`config.mk`:
```
export PLATFORM = sky130hd
export DESIGN_NAME = ffha_ctrl
export DESIGN_NICKNAME = d
export VERILOG_FILES = /design/src/hdl/ffha_pkg.sv /design/src/hdl/ffha_ctrl.sv
export SDC_FILE = /design/constraint.sdc
export NUM_CORES = 1
export LEC_CHECK = 0
export BUFFER_PORTS_ARGS = -buffer_cell sky130_fd_sc_hd__buf_2
export CAP_MARGIN = 20
export CORE_AREA = 2 2 39 41
export DETAILED_ROUTE_END_ITERATION = 10
export DIE_AREA = 0 0 41 43
export PLACE_DENSITY = 0.57
export SKIP_LAST_GASP = 1
export SLEW_MARGIN = 20
export SYNTH_ARGS = -nofsm -noshare
export SYNTH_HDL_FRONTEND = slang
export SYNTH_SLANG_ARGS = --single-unit
```
`constraint.sdc`:
```
create_clock -name clk -period 1.2 [get_ports clk]
set_input_delay 0.06 -clock clk [delete_from_list [all_inputs] [get_ports clk]]
set_output_delay 0.06 -clock clk [all_outputs]
set_load 0.01 [all_outputs]
```
`src/hdl/ffha_pkg.sv`:
```
// Package for the first-fit heap allocator: constants, types and state codes.
`default_nettype none
package ffha_pkg;
	localparam int HeapBytes   = 4096;
	localparam int HeaderBytes = 16;
	localparam int MaxBlocks   = 256;
	localparam int IdxW = $clog2(MaxBlocks);
	localparam int CntW = $clog2(MaxBlocks + 1);
	localparam int OffW = 16;
	localparam int SzW  = 16;
	localparam int EntW = OffW + SzW + 1;

	localparam logic [2:0] StAlloc    = 3'd0;
	localparam logic [2:0] StNoFit    = 3'd1;
	localparam logic [2:0] StFreed    = 3'd2;
	localparam logic [2:0] StOutside  = 3'd3;
	localparam logic [2:0] StNotBlock = 3'd4;

	typedef struct packed {
		logic        opcode;
		logic [12:0] request_size;
		logic [12:0] block_address;
	} in_item_t;

	typedef struct packed {
		logic [2:0]  status;
		logic [12:0] result_address;
		logic [12:0] freed_size;
	} out_item_t;

	typedef struct packed {
		logic [OffW-1:0] offset;
		logic [SzW-1:0]  size;
		logic            free;
	} entry_t;

	typedef enum logic [4:0] {
		S_INIT, S_IDLE, S_SCAN_RD, S_SCAN_CHK, S_ALLOC_WR, S_SHU_RD, S_SHU_WR, S_INS_WR,
		S_FREE_RDP, S_FREE_RDN, S_FREE_DEC, S_DEL_RD, S_DEL_WR, S_DONE
	} state_t;

	typedef struct packed {
		state_t st;
	} ctl_t;

	typedef struct packed {
		logic cond;
		logic cond2;
	} sts_t;
endpackage
`default_nettype wire

```
`src/hdl/ffha_ctrl.sv`:
```
// Controller state machine of the heap allocator.
`default_nettype none
module ffha_ctrl (
	input  wire            clk,
	input  wire            arst_n,
	input  wire            start,
	input  ffha_pkg::sts_t sts,
	output ffha_pkg::ctl_t ctl
);
	ffha_pkg::state_t state_q, state_d;

	always_ff @(posedge clk or negedge arst_n) begin
		if (!arst_n) begin
			state_q <= ffha_pkg::S_INIT;
		end else begin
			state_q <= state_d;
		end
	end

	// sts.cond/cond2 meaning depends on state; datapath decides branches
	always_comb begin
		state_d = state_q;
		case (state_q)
			ffha_pkg::S_INIT:     state_d = ffha_pkg::S_IDLE;
			ffha_pkg::S_IDLE:     if (start) state_d = sts.cond ? ffha_pkg::S_SCAN_RD
				: (sts.cond2 ? ffha_pkg::S_DONE : ffha_pkg::S_SCAN_RD);
			ffha_pkg::S_SCAN_RD:  state_d = ffha_pkg::S_SCAN_CHK;
			ffha_pkg::S_SCAN_CHK: begin
				if (sts.cond) state_d = sts.cond2 ? ffha_pkg::S_ALLOC_WR : ffha_pkg::S_FREE_RDP;
				else state_d = sts.cond2 ? ffha_pkg::S_DONE : ffha_pkg::S_SCAN_RD;
			end
			ffha_pkg::S_ALLOC_WR: state_d = sts.cond ? ffha_pkg::S_SHU_RD : ffha_pkg::S_DONE;
			ffha_pkg::S_SHU_RD:   state_d = sts.cond ? ffha_pkg::S_SHU_WR : ffha_pkg::S_INS_WR;
			ffha_pkg::S_SHU_WR:   state_d = ffha_pkg::S_SHU_RD;
			ffha_pkg::S_INS_WR:   state_d = ffha_pkg::S_DONE;
			ffha_pkg::S_FREE_RDP: state_d = ffha_pkg::S_FREE_RDN;
			ffha_pkg::S_FREE_RDN: state_d = ffha_pkg::S_FREE_DEC;
			ffha_pkg::S_FREE_DEC: state_d = sts.cond ? ffha_pkg::S_DEL_RD : ffha_pkg::S_DONE;
			ffha_pkg::S_DEL_RD:   state_d = sts.cond ? ffha_pkg::S_DEL_WR : ffha_pkg::S_DONE;
			ffha_pkg::S_DEL_WR:   state_d = ffha_pkg::S_DEL_RD;
			ffha_pkg::S_DONE:     state_d = ffha_pkg::S_IDLE;
			default:              state_d = ffha_pkg::S_IDLE;
		endcase
	end

	assign ctl.st = state_q;

	a_done_once: assert property (@(posedge clk) disable iff (!arst_n)
		state_q == ffha_pkg::S_DONE |=> state_q == ffha_pkg::S_IDLE) else $error("done");
	a_ins_after: assert property (@(posedge clk) disable iff (!arst_n)
		state_q == ffha_pkg::S_INS_WR |-> $past(state_q) == ffha_pkg::S_SHU_RD) else $error("ins");
	a_init: assert property (@(posedge clk) disable iff (!arst_n)
		state_q == ffha_pkg::S_INIT |=> state_q == ffha_pkg::S_IDLE) else $error("init");
endmodule
`default_nettype wire

```
==> key figures, run 1 <==
Run status
  • Status: finished with violations
  • Failing checks: setup timing

Synth
  • Mapped Cells: between 50 and 60
  • Syn nets: 62
  • Post-synthesis register bit count: 4
  • Synth cell types: 33
  • Synthesized cell area: between 400 and 500 sq um
  • Mean area per synthesized cell: ~9.0 sq um
  • Register area share after synthesis: 0.2067
  • YS warnings: 0

Pwr
  • P_leak: between 0.0003 and 0.0004 uW
  • Total power: ~1700 uW
  • Max IR drop VDD: 0.9508 mV
  • Pwr dens: around 2600 nW/um^2

Timing
  • RSZ-0062 raised after global routing: yes
  • Setup WS post-layout: -0.005601 ns
  • Setup Viol. Count Final: 1
  • Max Slew Vio Count: 0
  • Skew final: between 0.002 and 0.0025 ns
  • Min Tclk post-route: about 1.2 ns
  • Final hold vios: 0
  • Final period util: 1.005
  • FMAX: roughly 830 MHz
  • Hold_ws: between 0.15 and 0.2 ns

Worst setup path
  • Crit-path slowest cell: dfrtp_1
  • Register-to-Register Path Depth: 4
  • Arrival time worst endpoint: ~1.3 ns
  • Cells along the critical path: buf_12 -> a211o_1 -> o22ai_4 -> o31ai_2
  • Worst reg2reg endpoint: ctl[1]$_DFFE_PN0P_
  • Critical Path Fanout Max: 9
  • WP data required: approximately 1.3 ns
  • R2r setup slk: -0.006 ns
  • Crit end category: flop
  • FF-to-FF Start: ctl[3]$_DFFE_PN0P_
  • Max incr delay on CP: 0.40 ns
  • Crit Path Class: reg -> reg
  • Crit start category: flop

Die
  • Die height: roughly 43 um
  • Initial core utilization: 0.3499
  • Row count: 14
  • Die Area: 1763 sq um
  • # IOs: 10
  • Placeable Area: about 1400 sq um
  • Die Span X: about 41 um

Placed design
  • I/O Buffers: 8
  • Pre-CTS WS: -0.07305 ns
  • Dpl hpwl: 787.1 um
  • Placed cell count: 81
  • Gpl congestion: ~0.80

Clock network
  • Root Driver: clkbuf_4
  • Cts bufs inserted: 3
  • Clock sink total: 4
  • Clk slew on worst S/H paths: about 0.040 ns
  • CTS tree: done
  • Htree depth: 1
  • Max clock buf depth: 2
  • Worst skew pair latency: 0.23 ns

Global routing
  • Gr usage total: 0.1443
  • Number of global-route vias before repair: 418
  • Largest net degree at the start of global routing: 12
  • First-pass GRT wire length: around 1700 um
  • Gr ovfl total: 0
  • Initial antenna violation count: 0

Routing
  • Initial DRC Count: 6
  • DRC: 0
  • Via-to-Cell Ratio: around 5.2
  • Vias: 454
  • First-pass iteration count of the detailed router: 4
  • Drt wl/cell: around 12 um
  • Routed WL: roughly 1100 um
  • Post-route ant nets: 0

Cells and area
  • Sequential cell area: 102.6 sq um
  • Commonest non-fill, non-tap cell in the layout: buf_4
  • Fillers: approximately 140
  • Non-Filler Instances: 88
  • Share of cells above drive strength 1: 0.4583
  • Antenna Cells: 0
  • Layout Nets: 82
  • Max reg flops: 4
  • Layout area overhead: 34.11%
  • Highest-count cells in the layout ignoring fill and taps: 10 x buf_4, 8 x buf_2
  • Area taken by multi-input logic gates: 336.6 sq um

Run
  • Max_cap viols: 0

Min path
  • HP Class: in -> async
[synthesized netlist by cell type]
cell | n | share of area
a2bb2oi_1 | 1 | 0.018
buf_6 | 3 | 0.070
nor2_1 | 4 | 0.031
conb_1 | 1 | 0.0077
nand3b_1 | 1 | 0.016
nor4b_2 | 1 | 0.031
o21ai_1 | 2 | 0.021
a221o_1 | 1 | 0.021
nand3_1 | 1 | 0.010
nor3_1 | 2 | 0.021
o221a_1 | 1 | 0.023
o211a_1 | 1 | 0.021
or2b_1 | 1 | 0.016
and3b_1 | 2 | 0.036
nor3b_1 | 1 | 0.016
nand2b_1 | 3 | 0.039
nand2_4 | 1 | 0.023
a31oi_1 | 1 | 0.013
and2b_4 | 1 | 0.021
buf_2 | 2 | 0.021
o22ai_2 | 1 | 0.026
a211o_1 | 1 | 0.018
inv_1 | 3 | 0.023
buf_4 | 1 | 0.016
o21ai_0 | 2 | 0.021
o31ai_2 | 1 | 0.026
dfrtp_1 | 4 | 0.21
ha_1 | 3 | 0.078
a21o_2 | 1 | 0.018
nand4b_1 | 2 | 0.036
a31o_1 | 2 | 0.036
and2_1 | 1 | 0.013
a21oi_1 | 1 | 0.010
[kinds of logic after synthesis]
family / synth area share
AOI/OAI and AO/OA: 0.2713
DFF: 0.2067
buffers and inverters: 0.1292
and+or+nand+nor: 0.3075
other: 0.007745
adders and majority gates: 0.07753
[per-stage QoR]
step,utilization,TNS [ns],cell area [sq um]
after floorplan,-,0,484.2
after global placement,0.4141,-0.1486,573.1
after detailed placement,0.4141,-0.2110,573.1
after CTS,0.4485,-0.01402,620.6
after global routing,0.4693,-0.08865,649.4
final,0.4693,-0.005601,649.4
[worst max path at each step]
stage / start / endpoint / slack (ns)
3_5_place_dp: ctl[2]$_DFFE_PN0P_ / ctl[1]$_DFFE_PN0P_ / -0.07
4_1_cts: ctl[2]$_DFFE_PN0P_ / ctl[1]$_DFFE_PN0P_ / -0.01
6_report: ctl[3]$_DFFE_PN0P_ / ctl[1]$_DFFE_PN0P_ / -0.006
2_1_floorplan: ctl[3]$_DFFE_PN0P_ / ctl[1]$_DFFE_PN0P_ / 0.01
3_3_place_gp: ctl[2]$_DFFE_PN0P_ / ctl[1]$_DFFE_PN0P_ / -0.06
5_1_grt: ctl[0]$_DFFE_PN0P_ / ctl[2]$_DFFE_PN0P_ / -0.03
[routing by layer]
layer | routed length, um | track usage
met2 | 470 | 0.2063
met3 | 61 | 0.03141
met5 | 0 | 0
met1 | 549 | 0.1949
met4 | 0 | 0.07333
[critical path, delay by kind of cell (launching register included)]
family / cells / cell delay, ns
AO/OA/AOI/OAI: 3 / 0.53
buffers and inverters: 1 / 0.15
flip-flops: 1 / 0.40
[final cells by class]
cell class / count / share of cell area
multi-input cells: 41 / 0.5183
repair buffers: 21 / 0.2408
flip-flops and latches: 4 / 0.1580
clock buffers: 3 / 0.03468
well taps: 16 / 0.03083
inverters: 3 / 0.01734
[power breakdown]
group	internal, uW	leakage, uW	switching [uW]
clock	112	0.0000138	55.8
sequential	213	0.0000454	103
combinational	667	0.000246	559
total	992	0.000306	718
[timing repair]
action	CTS	global route
hold buffers	1	0
setup buffers	1	2
endpoints found under the hold margin	4	0
resized for setup	4	6
setup endpoints to repair	4	4
pin swaps	1	1
No activity file was read; power rests on OpenSTA's default activity.
==> inputs of run 2 (changes only) <==
--- a/config.mk
+++ b/config.mk
@@ -7,2 +7,3 @@
 export LEC_CHECK = 0
+export ABC_CLOCK_PERIOD_IN_PS = 1200
 export BUFFER_PORTS_ARGS = -buffer_cell sky130_fd_sc_hd__buf_2
@@ -18 +19,2 @@
 export SYNTH_SLANG_ARGS = --single-unit
+export TNS_END_PERCENT = 1
==> constraint.sdc (replaced) <==
create_clock -name clk -period 1.2 [get_ports clk]
set_input_delay 0.18 -clock clk [delete_from_list [all_inputs] [get_ports clk]]
set_output_delay 0.18 -clock clk [all_outputs]
set_load 0.01 [all_outputs]
==> run 2 against run 1 <==
Against the previous run:
- the run now ends clean
- register-to-register slack gained 0.05 ns
- fmax increased by 4.2%
- global-route usage stayed put
- flip-flop and latch count is the same
- first-iteration DRC count is 33% lower
- clock power up 4%
- critical endpoint unchanged
==> key figures, run 2 (same netlist as run 1, synthesis figures left out) <==
Clock network
  • Clk slew on worst S/H paths: 0.04 ns (about the same)
  • Worst skew pair latency: 0.24 ns (about the same)
  • Clock sink total: 4 (unchanged)
  • Cts bufs inserted: 3 (unchanged)
  • Htree depth: 1 (unchanged)
  • CTS tree: done
  • Root Driver: clkbuf_4
  • Max clock buf depth: 2 (unchanged)

Global routing
  • Initial antenna violation count: 0 (unchanged)
  • Number of global-route vias before repair: 428 (+2.4%)
  • First-pass GRT wire length: 1794 um (+3.2%)
  • Largest net degree at the start of global routing: 13 (+1)
  • Gr usage total: 0.1443 (unchanged)
  • Gr ovfl total: 0 (unchanged)

Die
  • Placeable Area: 1384 sq um (unchanged)
  • Die height: 43 um (unchanged)
  • # IOs: 10 (unchanged)
  • Die Span X: 41 um (unchanged)
  • Initial core utilization: 0.3499 (unchanged)
  • Die Area: 1763 sq um (unchanged)
  • Row count: 14 (unchanged)

Timing
  • Skew final: 0.008529 ns (+0.006173 ns)
  • Final period util: 0.9641 (-0.04061)
  • FMAX: 864.4 MHz (+4.2%)
  • Max Slew Vio Count: 0 (unchanged)
  • Setup Viol. Count Final: 0 (-1)
  • Final hold vios: 0 (unchanged)
  • RSZ-0062 raised after global routing: yes
  • Hold_ws: 0.2753 ns (+0.1167 ns)
  • Min Tclk post-route: 1.157 ns (-0.04873 ns)

Run
  • Max_cap viols: 0 (unchanged)

Worst setup path
  • Critical Path Fanout Max: 5 (-4)
  • Crit Path Class: reg -> reg
  • Bufs and invs on worst path: 1 (unchanged)
  • Crit start category: flop
  • R2r setup slk: 0.04 ns (+0.05 ns)
  • CP delay by family, top: compound AO/OA/AOI/OAI gates
  • Worst reg2reg endpoint: ctl[1]$_DFFE_PN0P_
  • Crit-path slowest cell: dfrtp_1
  • Crit path from: ctl[3]$_DFFE_PN0P_
  • Cells along the critical path: buf_6 -> a211o_1 -> o22ai_4 -> o31ai_2
  • FF-to-FF Start: ctl[3]$_DFFE_PN0P_
  • WP data required: 1.32 ns (about the same)
  • Register-to-Register Path Depth: 4 (unchanged)
  • Crit end category: flop
  • Arrival time worst endpoint: 1.28 ns (-0.04 ns)
  • Max incr delay on CP: 0.39 ns (about the same)

Pwr
  • Clk pwr share: 0.093 (-0.005)
  • Max IR drop VDD: 0.6665 mV (-30%)
  • Int Power: 1082 uW (+9.0%)
  • Pwr dens: 2693 nW/um^2 (+2.3%)
  • Switching power: 788.2 uW (+9.8%)
  • P_leak: 0.0003234 uW (+5.8%)
  • Total power: 1870 uW (+9.3%)
  • Combinational Power Share: 0.742 (+0.025)
  • Sw frac: 0.4215 (+0.001925)
  • Sequential share of power: 0.165 (-0.020)

Placed design
  • I/O Buffers: 8 (unchanged)
  • Placed cell count: 82 (+1.2%)
  • Placed cell areas: 580.6 sq um (+1.3%)
  • Gpl congestion: 0.7718 (-3.8%)
  • Dpl hpwl: 812 um (+3.2%)

Routing
  • Drt wl/cell: 12.93 um (+5.3%)
  • Post-route ant nets: 0 (unchanged)
  • Vias: 460 (+1.3%)
  • DRC: 0 (unchanged)
  • Initial DRC Count: 4 (-2)
  • Routed WL: 1138 um (+5.3%)
  • First-pass iteration count of the detailed router: 3 (-1)
  • Met2 wire length: 575 um (+22%)
  • Met3 WL: 42 um (-31%)
  • Via-to-Cell Ratio: 5.227 (+1.3%)
  • DR top layer: met4
  • M1 wire length: 509 um (-7.3%)

Cells and area
  • Highest-count cells in the layout ignoring fill and taps: 8 x buf_2, 6 x buf_4, 5 x buf_6
  • Commonest non-fill, non-tap cell in the layout: buf_2
  • Antenna Cells: 0 (unchanged)
  • Non-Filler Instances: 88 (unchanged)
  • Layout area overhead: 43.41%
  • Share of cells above drive strength 1: 0.5000 (+0.04167)
  • Max reg flops: 4 (unchanged)
  • Final non-filler cell area: 694.4 sq um (+6.9%)
  • Layout Nets: 82 (unchanged)

Min path
  • HP Class: in -> async

Run status
  • Status: finished clean
-- run 2: repair_timing --
action	in CTS	in global routing
resized for setup	4	14
hold buffers	1	0
setup endpoints to repair	4	4
pin swaps	0	5
hold endpoints to repair	4	0
buffers inserted	1	1
-- run 2: per-stage QoR --
stage / util / setup WS [ns] / TNS (ns)
2_1_floorplan: - / 0.01137 / 0
3_3_place_gp: 0.4195 / -0.04767 / -0.1280
3_5_place_dp: 0.4195 / -0.05697 / -0.1488
4_1_cts: 0.4548 / -0.0005959 / -0.0005959
5_1_grt: 0.5018 / -0.01902 / -0.01902
6_report: 0.5018 / 0.04313 / 0
-- run 2: per-layer routing --
layer  track usage  vias to the layer above
li1              -                      229
met1        0.1885                      218
met2        0.2188                       11
met3       0.01571                        2
met4       0.08000                        0
met5             0                        -
-- run 2: worst max path at each step --
stage	end	cells after the start
floorplan	ctl[1]$_DFFE_PN0P_	4
global placement	ctl[1]$_DFFE_PN0P_	3
detailed placement	ctl[1]$_DFFE_PN0P_	3
CTS	ctl[0]$_DFFE_PN0P_	3
global route	ctl[1]$_DFFE_PN0P_	5
finish	ctl[1]$_DFFE_PN0P_	4
-- run 2: layout make-up --
type / instances / area (sq um)
Fill cell: 139 / 689.4
Timing Repair Buffer: 21 / 171.4
Inverter: 3 / 11.26
Clock buffer: 3 / 22.52
Multi-Input combinational cell: 41 / 366.6
Sequential cell: 4 / 102.6
Tap cell: 16 / 20.02
-- run 2: power by group through the flow --
stage / sequential (uW) / combinational [uW] / clock [uW]
global placement: 303 / 1110 / 0
finish: 308 / 1390 / 174
detailed placement: 307 / 1100 / 0
global route: 321 / 1500 / 184
CTS: 297 / 1180 / 179
floorplan: 303 / 781 / 0
